[src/rtl/sct_pkg.sv]
// ----------------------------------------------------------------------------
// Segment crossing test package
// Shared constants for the segment crossing test pipeline.
// ----------------------------------------------------------------------------
package sct_pkg;

    localparam int COORD_BITS_DEF = 32;
    localparam int PREC_W         = 31;
    localparam int THR_W          = 63;
    localparam int CFG_DATA_W     = 63;
    localparam int CFG_IDX_W      = 2;

    localparam logic [PREC_W-1:0] PREC_RESET = PREC_W'(66);
    localparam logic [THR_W-1:0]  THR_RESET  = THR_W'(1);

    // Register indexes of the configuration port.
    localparam logic [CFG_IDX_W-1:0] CFG_PRECISION = CFG_IDX_W'(0);
    localparam logic [CFG_IDX_W-1:0] CFG_THRESHOLD = CFG_IDX_W'(1);

    // Multiplier partial product chunk width and pipeline depth.
    localparam int MUL_CHUNK = 32;
    localparam int MUL_LAT   = 4;

endpackage

[src/rtl/sct_isqrt.sv]
// ----------------------------------------------------------------------------
// Pipelined integer square root
// Floor square root, one result bit per register stage.
// ----------------------------------------------------------------------------
module sct_isqrt
    import sct_pkg::*;
#(
    parameter int LW = 33
) (
    input  logic                i_clk,
    input  logic                i_en,
    input  logic [2*LW-1:0]     i_val,
    output logic [LW-1:0]       o_root
);

    localparam int RW = LW + 3;

    logic [RW-1:0]     r_rem  [LW];
    logic [LW-1:0]     r_root [LW];
    logic [2*LW-1:0]   r_v    [LW];

    for (genvar gk = 0; gk < LW; gk++) begin : g_stage
        logic [RW-1:0]   w_rem_in;
        logic [LW-1:0]   w_root_in;
        logic [2*LW-1:0] w_v_in;
        logic [RW-1:0]   w_cur;
        logic [RW-1:0]   w_try;

        if (gk == 0) begin : g_first
            assign w_rem_in  = '0;
            assign w_root_in = '0;
            assign w_v_in    = i_val;
        end else begin : g_next
            assign w_rem_in  = r_rem[gk-1];
            assign w_root_in = r_root[gk-1];
            assign w_v_in    = r_v[gk-1];
        end

        // Bring down the next pair of radicand bits and try a one bit.
        assign w_cur = {w_rem_in[RW-3:0], w_v_in[2*LW-1 -: 2]};
        assign w_try = RW'({w_root_in, 2'b01});

        always_ff @(posedge i_clk) begin
            if (i_en) begin
                r_v[gk] <= {w_v_in[2*LW-3:0], 2'b00};
                if (w_cur >= w_try) begin
                    r_rem[gk]  <= w_cur - w_try;
                    r_root[gk] <= {w_root_in[LW-2:0], 1'b1};
                end else begin
                    r_rem[gk]  <= w_cur;
                    r_root[gk] <= {w_root_in[LW-2:0], 1'b0};
                end
            end
        end
    end

    assign o_root = r_root[LW-1];

endmodule

[config.mk]
export PLATFORM = sky130hd
export DESIGN_NAME = sct_isqrt
export DESIGN_NICKNAME = d
export VERILOG_FILES = /design/src/rtl/sct_pkg.sv /design/src/rtl/sct_isqrt.sv
export SDC_FILE = /design/constraint.sdc
export NUM_CORES = 2
export LEC_CHECK = 0
export BUFFER_PORTS_ARGS = -buffer_cell sky130_fd_sc_hd__buf_2
export CORE_MARGIN = 2
export CORE_UTILIZATION = 52
export CTS_CLUSTER_SIZE = 28
export DETAILED_ROUTE_END_ITERATION = 16
export PLACE_DENSITY = 0.7
export SYNTH_ARGS = -nofsm -noshare
export SYNTH_HDL_FRONTEND = slang
export SYNTH_MEMORY_MAX_BITS = 65536
export SYNTH_SLANG_ARGS = --single-unit
[constraint.sdc]
create_clock -name i_clk -period 4.5 [get_ports i_clk]
set_input_delay 0 -clock i_clk [delete_from_list [all_inputs] [get_ports i_clk]]
set_output_delay 0 -clock i_clk [all_outputs]
set_load 0.01 [all_outputs]
==> summary.md <==
| Metric | Value |
|---|---|
| Initial core utilization | `between 50% and 60%` |
| GRT Util Overall | `20.3%` |
| Leading area contributor after synthesis | `edfxtp_1` |
| Seq pwr share | `47.6%` |
| Vias in the first global route | `just over 70000` |
| Horiz. Die Dim | `491 um` |
| Internal Power | `about 51 mW` |
| Leak Pwr | `52.7 nW` |
| Minimum hold slack | `~150 ps` |
| Num CTS Buffers | `299` |
| Pwr/cell area | `507 mW/mm^2` |
| Fin area | `0.138 mm^2` |
| Setup crit end kind | `flip-flop` |
| Gate Count Post-Synth | `between 9000 and 10000` |
| Top Ports | `roughly 100` |
| Clock Sinks | `2654` |
| Sequential area share after synthesis | `64.7%` |
| Switching share of power | `27.6%` |
| Met1 WL | `approximately 110 mm` |
| DR WL met3 | `11.1 mm` |
| Iteration-0 DRC Markers | `5936` |
| Yosys warns | `0` |
| Most used cell, CP | `o31ai_1` |
| Multiplexer area fraction after synthesis | `0.684%` |
| Htree depth | `5` |
| Worst Tran Pin Value | `1210 ps` |
| Share of cells above drive strength 1 | `7.55%` |
| DP Area | `0.128 mm^2` |
| # setup viols final | `0` |
| Xor and xnor area share after synthesis | `6.36%` |
| Rows | `178` |
| CP required | `between 5000 and 6000 ps` |
| Worst min-delay path category | `in2reg` |
| Crit-path cells | `ha_1 > nor2b_1 > o31ai_1 > a31oi_1 > a2111oi_1 > buf_4 > o31ai_1 > a221oi_2 > and3_1 > inv_2 > nand2_1 > or3_1 > xnor2_1` |
| First-pass GRT wire length | `393 mm` |
| Synthesized area | `0.123 mm^2` |
| Total vias in the final route | `around 74000` |
| Synth Area in Compound Gates | `a little under a tenth` |
| Simple-gate share of the synthesized area | `9.80%` |
| Post-synthesis cell type count | `between 80 and 90` |
| Synthesized-area fraction occupied by adder cells | `6.07%` |
| Die footprint | `0.241 mm^2` |
| Final worst path period need | `4120 ps` |
| Maximum number of pins on one net before global-route repair | `between 150 and 200` |
| Max cap viols | `0` |
| Worst setup path category | `reg2reg` |
| Die Height | `about 500 um` |
| Final nets | `roughly 11000` |
| Fmax | `approximately 0.24 GHz` |
| Post-synth top cells | `2653 x edfxtp_1, 737 x nand2_1, 734 x inv_1` |
| Pins Over Slew Limit | `0` |
| Post-route ant nets | `0` |
| Clk slew on worst S/H paths | `60 ps` |
| Worst Skew | `81.1 ps` |
| TritonCTS clock tree | `yes` |
| Main combinational cell family by area after synthesis | `simple AND/OR/NAND/NOR gates` |
| Final hold vios | `0` |
| DP HPWL | `176 mm` |
| Final worst path period share | `around 90%` |
| Met2 wire len | `approximately 120 mm` |
| Via density | `roughly 5.6` |
| CP peak stage delay | `around 550 ps` |
| Prevailing post-synth register cell | `edfxtp_1` |
| Ranking of synthesized cells by area | `edfxtp_1 65%, ha_1 6.1%, xnor2_1 3.3%, xor2_1 3.1%, o21ai_0 2.3%` |
| Grt ovf | `0` |
| Top layer in use | `met4` |
| Status | `completed` |
| Cell with the most instances after synthesis | `edfxtp_1` |
| Synth top area share | `64.7%` |
| WP data arrival | `between 4000 and 5000 ps` |
| Slowest stage cell, crit path | `a2111oi_1` |
| Per-cell routed wire length | `18.6 um` |
| Mean Syn Cell Area | `13.0 um^2` |
| Initial antenna violation count | `4` |
| Setup TNS | `0 ps` |
| Comb pwr share | `19.7%` |
| Post-Syn Nets | `10200` |
| Startpoint Class | `flip-flop` |
| DRC violations left | `0` |
| Core footprint | `0.235 mm^2` |
| EDFF count, synth | `2653` |
| RSZ-0062 raised after global routing | `false` |
| Clk Latency, worst-skew pair | `roughly 960 ps` |
| Synth Register Bits | `2654` |
| Root buf cell | `clkbuf_16` |
| Number of port buffers | `100` |
| VDD IR max | `384 uV` |
| Routed WL | `246 mm` |
| Synthesis-to-layout area growth | `12.3%` |
| WP buf/inv | `2` |
| Sw Pwr | `19.3 mW` |
| Max FO, Critical Path | `28` |
| GPL Wtd Cong | `0.896` |
| Max clock buf depth | `4` |
| Drt first pass iters | `6` |
| Max-slew headroom | `around a fifth` |
| Synth async-reset ratio | `0%` |
| Clock power share | `32.7%` |
| CP top delay family | `compound AO/OA/AOI/OAI gates` |
-- routing by layer --
layer	GRT usage [%]	vias to the layer above
li1	-	35900
met1	27.9	35800
met2	33.7	1694
met3	2.88	423
met4	5.66	0
met5	0	-
-- worst paths after layout --
| check | from | endpoint | slack (ps) | depth (start not counted) |
|---|---|---|---|---|
| setup / recovery | r_rem[21][0] | r_rem[22][30] | 380 | 13 |
| hold / removal | i_en | r_rem[3][33] | 150 | 2 |
| setup reg to reg | r_rem[21][0] | r_rem[22][30] | 380 | 13 |
| hold reg to reg | r_v[0][1257] | r_v[0][1323] | 380 | 0 |
-- per-stage QoR --
step	utilization (%)	std cells	setup slack, ps	power (mW)
floorplan	-	9487	791	43.3
global placement	54.3	12600	220	47.2
detailed placement	54.3	12600	338	47.4
CTS	58.7	13300	234	70.8
global route	58.7	13300	36.7	73.7
finish	58.7	13300	376	70.1
-- flip-flops by register name, indices dropped and copies added, names as in the netlist --
register	cells
r_v	1056
r_rem	1037
r_root	561
-- worst register-to-register path, stage by stage, from the launching register on --
cell       delay, ps
edfxtp_1         400
ha_1             370
nor2b_1          170
o31ai_1          410
a31oi_1          240
a2111oi_1        550
buf_4            220
o31ai_1          120
a221oi_2         360
and3_1           350
inv_2            260
nand2_1          200
or3_1            140
xnor2_1           60
-- what timing repair did --
item	4_1_cts	5_1_grt
setup buffers	0	0
hold endpoints to repair	507	0
hold buffers	135	0
gates resized for setup	0	2
setup endpoints to repair	0	3
-- cells in the final DEF, fill, tap and decap left out, types with 135 or more instances in the layout --
master	instances
edfxtp_1	2653
nand2_1	737
inv_1	734
ha_1	597
o21ai_0	557
a21oi_1	538
nor2_1	501
xnor2_1	460
xor2_1	434
clkbuf_16	300
a21o_1	262
nor3_1	221
nand3_1	141
dlygate4sd3_1	135
-- cell type report --
type,instances,area (um^2)
fill,18500,97100
sequential,2654,79700
multi-input combinational,5898,40000
clock buffer,346,7680
tap,3150,3940
inverter,737,2770
timing repair buffer,324,2720
clock inverter,165,1490
antenna,1,2.50
-- power by group through the flow --
stage / Clock (mW) / Combinational (mW) / Sequential [mW]
finish: 22.9 / 13.8 / 33.3
global route: 24.6 / 15.5 / 33.6
CTS: 23.6 / 13.8 / 33.4
detailed placement: 0 / 13.6 / 33.8
global placement: 0 / 13.4 / 33.8
floorplan: 0 / 10.4 / 32.9
-- cell families after synthesis --
kind of cell,after synthesis
xor+xnor,894
flops,2654
fa+ha+maj,597
compound gates,1893
buf+inv,935
mux,76
simple gates,2438
Note: power is estimated with default switching activity, not from simulation.
