==> src/rtl/sct_pkg.sv <==
// ----------------------------------------------------------------------------
// Segment crossing test package
// Shared constants for the segment crossing test pipeline.
// ----------------------------------------------------------------------------
package sct_pkg;

    localparam int COORD_BITS_DEF = 32;
    localparam int PREC_W         = 31;
    localparam int THR_W          = 63;
    localparam int CFG_DATA_W     = 63;
    localparam int CFG_IDX_W      = 2;

    localparam logic [PREC_W-1:0] PREC_RESET = PREC_W'(66);
    localparam logic [THR_W-1:0]  THR_RESET  = THR_W'(1);

    // Register indexes of the configuration port.
    localparam logic [CFG_IDX_W-1:0] CFG_PRECISION = CFG_IDX_W'(0);
    localparam logic [CFG_IDX_W-1:0] CFG_THRESHOLD = CFG_IDX_W'(1);

    // Multiplier partial product chunk width and pipeline depth.
    localparam int MUL_CHUNK = 32;
    localparam int MUL_LAT   = 4;

endpackage

==> src/rtl/sct_mul.sv <==
// ----------------------------------------------------------------------------
// Pipelined signed multiplier
// Sign-magnitude multiplier built from 32x32 partial products, four stages.
// ----------------------------------------------------------------------------
module sct_mul
    import sct_pkg::*;
#(
    parameter int WA = 33,
    parameter int WB = 33
) (
    input  logic                        i_clk,
    input  logic                        i_en,
    input  logic signed [WA-1:0]        i_a,
    input  logic signed [WB-1:0]        i_b,
    output logic signed [WA+WB-1:0]     o_p
);

    localparam int CH = MUL_CHUNK;
    localparam int NA = (WA + CH - 1) / CH;
    localparam int NB = (WB + CH - 1) / CH;
    localparam int NP = NA * NB;
    localparam int SW = (NA + NB) * CH;
    localparam int PW = WA + WB;

    logic [WA-1:0]      w_aa;
    logic [WB-1:0]      w_ab;
    logic [NA*CH-1:0]   r_ma;
    logic [NB*CH-1:0]   r_mb;
    logic               r_sg1, r_sg2, r_sg3;
    logic [2*CH-1:0]    r_pp [NP];
    logic [SW-1:0]      n_sum;
    logic [SW-1:0]      r_sum;
    logic signed [PW-1:0] r_p;

    assign w_aa = i_a[WA-1] ? (~i_a + 1'b1) : i_a;
    assign w_ab = i_b[WB-1] ? (~i_b + 1'b1) : i_b;

    always_ff @(posedge i_clk) begin
        if (i_en) begin
            r_ma  <= (NA*CH)'(w_aa);
            r_mb  <= (NB*CH)'(w_ab);
            r_sg1 <= i_a[WA-1] ^ i_b[WB-1];
            r_sg2 <= r_sg1;
            r_sg3 <= r_sg2;
        end
    end

    for (genvar gi = 0; gi < NA; gi++) begin : g_row
        for (genvar gj = 0; gj < NB; gj++) begin : g_col
            always_ff @(posedge i_clk) begin
                if (i_en) begin
                    r_pp[gi*NB+gj] <= r_ma[gi*CH +: CH] * r_mb[gj*CH +: CH];
                end
            end
        end
    end

    always_comb begin
        n_sum = '0;
        for (int i = 0; i < NA; i++) begin
            for (int j = 0; j < NB; j++) begin
                n_sum = n_sum + (SW'(r_pp[i*NB+j]) << ((i + j) * CH));
            end
        end
    end

    always_ff @(posedge i_clk) begin
        if (i_en) begin
            r_sum <= n_sum;
            r_p   <= r_sg3 ? -$signed(r_sum[PW-1:0]) : $signed(r_sum[PW-1:0]);
        end
    end

    assign o_p = r_p;

endmodule

==> config.mk <==
export PLATFORM = sky130hd
export DESIGN_NAME = sct_mul
export DESIGN_NICKNAME = d
export VERILOG_FILES = /design/src/rtl/sct_pkg.sv /design/src/rtl/sct_mul.sv
export SDC_FILE = /design/constraint.sdc
export NUM_CORES = 2
export LEC_CHECK = 0
export BUFFER_PORTS_ARGS = -buffer_cell sky130_fd_sc_hd__clkbuf_2
export CAP_MARGIN = 20
export CELL_PAD_IN_SITES_DETAIL_PLACEMENT = 1
export CELL_PAD_IN_SITES_GLOBAL_PLACEMENT = 1
export CORE_MARGIN = 1
export CORE_UTILIZATION = 27
export DETAILED_ROUTE_END_ITERATION = 6
export PLACE_DENSITY_LB_ADDON = 0.25
export SLEW_MARGIN = 20
export SYNTH_ARGS = -nofsm -noshare
export SYNTH_HDL_FRONTEND = slang
export SYNTH_SLANG_ARGS = --single-unit
==> constraint.sdc <==
create_clock -name i_clk -period 10.85 [get_ports i_clk]
set_clock_uncertainty 0.1 [all_clocks]
set_input_delay 1.6275 -clock i_clk [delete_from_list [all_inputs] [get_ports i_clk]]
set_output_delay 1.6275 -clock i_clk [all_outputs]
set_load 0.01 [all_outputs]
==> qor.txt <==
total negative slack -> 0 ns
initial antenna violation count -> 23
Longest Clk Path Bufs -> 3
DRC violation total after the first TritonRoute iteration -> 1,757
number of buffer and inverter instances along the worst setup path -> 3
DRC viols -> 0
Cell Chain, Critical Path -> buf_4 -> and2_1 -> fa_1 -> fa_1 -> inv_1 -> fa_1 -> fa_1 -> inv_1 -> fa_1 -> fa_1 -> fa_1 -> fa_1 -> ha_1 -> nand2_1 -> nor2_1 -> and3_1 -> nand3_1 -> o211ai_1 -> o21ai_0 -> o31ai_1 -> a21o_1 -> a21boi_0 -> xnor2_1
Reg2Reg Launch Point -> r_ma[18]
status -> complete, no violations
number of filler instances in the final layout -> 20,200
sequential fraction of the synthesis area -> 20.4%
total CTS buffers -> 42
Synth Warn # -> 0
via count of the first global-routing pass -> 36,900
clock tree root driver cell -> clkbuf_16
post-synthesis sequential element count -> 330
required time of the critical path -> 11.16 ns
cells resized by post-CTS repair -> 0
final number of hold-violating endpoints -> 0
effective utilization at floorplan -> 27.2%
number of setup violations in the final report -> 0
I/O Pins -> 134
area enclosed by the die boundary -> 181,000 µm²
Core Footprint -> 178,000 µm²
vias after detailed routing -> 32,800
overall overflow remaining after global route -> 0
unrepaired setup endpoints after global routing -> no
number of max-slew violations in the final report -> 0
leading register cell type out of synthesis -> edfxtp_1
startpoint types -> flop
most frequent CP cell -> fa_1
Cells on Worst Hold Path -> 0
post-detailed-route via-to-cell ratio -> 4.61
share of layout cells above drive strength 1 -> 6.42%
origin of the worst min-delay path -> r_pp[0][12]
length of the first detailed-routing pass in iterations -> 5
kind of cell adding the most delay to the critical path -> adder cells
crit path time final -> 9.28 ns
final wirelength -> 155,000 µm
data arrival time at the worst-slack endpoint -> 9.59 ns
depth of the most critical reg-to-reg path -> 23
Avg Cell Area, Syn -> 10.3 µm²
number of enable-type register cells in the synthesized netlist -> 330
number of different library cells in the post-synthesis netlist -> 64
clock sink count -> 330
maximum fanout along the worst path -> 19
Max-Cap Viols -> 0
netlist area before placement -> 48,500 µm²
Clock Latency Late Sink -> 0.70 ns
Critical R2R Capture -> r_pp[0][59]
final HPWL from detailed placement -> 120,000 µm
Die Height -> 426 µm
number of buffers added for setup after CTS -> 0
PortBufs -> 133
first-pass GRT wire length -> 236,000 µm
number of hold buffers added after CTS -> 0
overall fraction of global-route tracks in use -> 17.3%
DR WL/cell -> 21.8 µm
CTS H-tree depth -> 2
final net count -> 6,025
number of nets with antenna violations after routing -> 0
class of the tightest hold or removal check -> reg2reg
library cell contributing the largest single delay on the critical path -> edfxtp_1
worst slack on hold paths -> 0.320 ns
final critical-path share of the clock period -> 85.5%
Mapped Nets -> 6,019
worst slew margin relative to its limit -> 23.2%
worst stage delay on the critical path -> 1.00 ns
critical path class -> reg2reg
upper clock frequency limit -> 0.108 GHz
clock tree from TritonCTS -> built
routability-driven placement congestion ratio -> 0.829
area added between synthesis and finish -> 9.94%
Worst Hold Endpoint -> r_sum[12]
Cells after Synth -> 4,724
worst reg-to-reg setup slack -> 1.57 ns
clock slew seen by the registers of the worst setup and hold paths -> 0.07 ns
fraction of synthesis flops using an asynchronous set or reset pin -> 0%
category of the worst setup path capture point -> flop
maximum number of pins on one net before global-route repair -> 85
die extent in x -> 426 µm
placement row count -> 155
measured slew at the worst slew-check pin -> 1.15 ns
==> state kept, by name (all words and copies together), names as in the netlist <==
signal / flops
r_sum: 66
r_sg3: 1
r_pp: 129
r_sg1: 1
r_mb: 33
r_ma: 33
r_sg2: 1
o_p: 66
==> stage by stage <==
stage          instance area (µm²)  setup WS [ns]  utilization [%]  cells
4_1_cts                      53300           1.53             29.9   7119
6_report                     53300           1.57             29.9   7125
2_1_floorplan                48500           3.49                -   4724
3_3_place_gp                 51800           1.60             29.0   7041
5_1_grt                      53300           1.36             29.9   7119
3_5_place_dp                 51800           1.54             29.0   7041
==> layout by cell type, fill, tap and decap left out, types with 45 or more instances in the layout <==
cell type | synthesis | final
ha_1 | 298 | 298
edfxtp_1 | 330 | 330
xnor2_1 | 189 | 189
nand2_1 | 514 | 514
o31ai_1 | 45 | 45
fa_1 | 929 | 929
inv_1 | 883 | 883
and2_1 | 661 | 661
clkbuf_2 | 0 | 132
a21o_1 | 55 | 55
nor2_1 | 47 | 47
a21oi_1 | 105 | 105
buf_4 | 0 | 78
o21ai_0 | 91 | 90
==> cells in the mapped netlist, types with 9 or more instances <==
| cell type | number | area share [%] |
|---|---|---|
| or4_1 | 20 | 0.31 |
| o31ai_1 | 45 | 0.70 |
| o41ai_1 | 19 | 0.34 |
| or3_1 | 15 | 0.19 |
| and3_1 | 9 | 0.12 |
| nand2_1 | 514 | 4.0 |
| nand3_1 | 26 | 0.27 |
| clkbuf_1 | 247 | 1.9 |
| nor2b_1 | 15 | 0.19 |
| or2_2 | 12 | 0.15 |
| a21oi_1 | 105 | 1.1 |
| a31oi_1 | 18 | 0.23 |
| a21o_1 | 55 | 0.85 |
| nand2b_1 | 21 | 0.27 |
| edfxtp_1 | 330 | 20 |
| xor2_1 | 27 | 0.49 |
| fa_1 | 929 | 38 |
| and4_1 | 10 | 0.18 |
| nor2_1 | 47 | 0.36 |
| nor3_1 | 13 | 0.13 |
| and2_1 | 661 | 8.5 |
| o21ai_0 | 91 | 0.94 |
| ha_1 | 298 | 7.7 |
| inv_1 | 883 | 6.8 |
| nand4_1 | 25 | 0.32 |
| xnor2_1 | 189 | 3.4 |
| o21bai_1 | 22 | 0.34 |
==> logic make-up (layout without fill, tap and decap cells) <==
family / after synthesis / count (layout) / synth area share [%]
other: 0 / 6 / 0
AOI/OAI and AO/OA: 409 / 409 / 5.49
xor gates and xnor gates: 216 / 216 / 3.90
adders and majority gates: 1227 / 1227 / 46.0
buffers and inverters: 1132 / 1172 / 8.76
DFF: 330 / 330 / 20.4
and+or+nand+nor: 1410 / 1410 / 15.4
==> metal layers <==
layer  track usage (%)  part of all wire, %
met1              25.5                   49
met2              27.5                   45
met3              1.87                  4.2
met4              3.35                  1.9
met5                 0                0.012
==> final cells by class <==
type	count	area (µm²)	share of cell area, %
antenna	6	15.0	0.0281
clock buffer	46	1070	2.00
clock inverter	32	468	0.877
inverter	883	3310	6.21
multi-input combinational	3262	34400	64.4
sequential	330	9910	18.6
tap	2355	2950	5.52
timing repair buffer	211	1260	2.36
==> how the worst max path moves through the flow <==
stage	from	to	slack, ns	cells after the start
global placement	r_ma[18]	r_pp[0][59]	1.60	23
detailed placement	r_ma[18]	r_pp[0][59]	1.54	23
CTS	r_ma[18]	r_pp[0][59]	1.53	23
global route	r_ma[18]	r_pp[0][59]	1.36	23
finish	r_ma[18]	r_pp[0][59]	1.57	23
floorplan	r_mb[2]	r_pp[0][61]	3.49	25
Power is left out: the tool's default activity adds up to more than one toggle a clock period on the data nets, which glitch-free logic cannot reach.
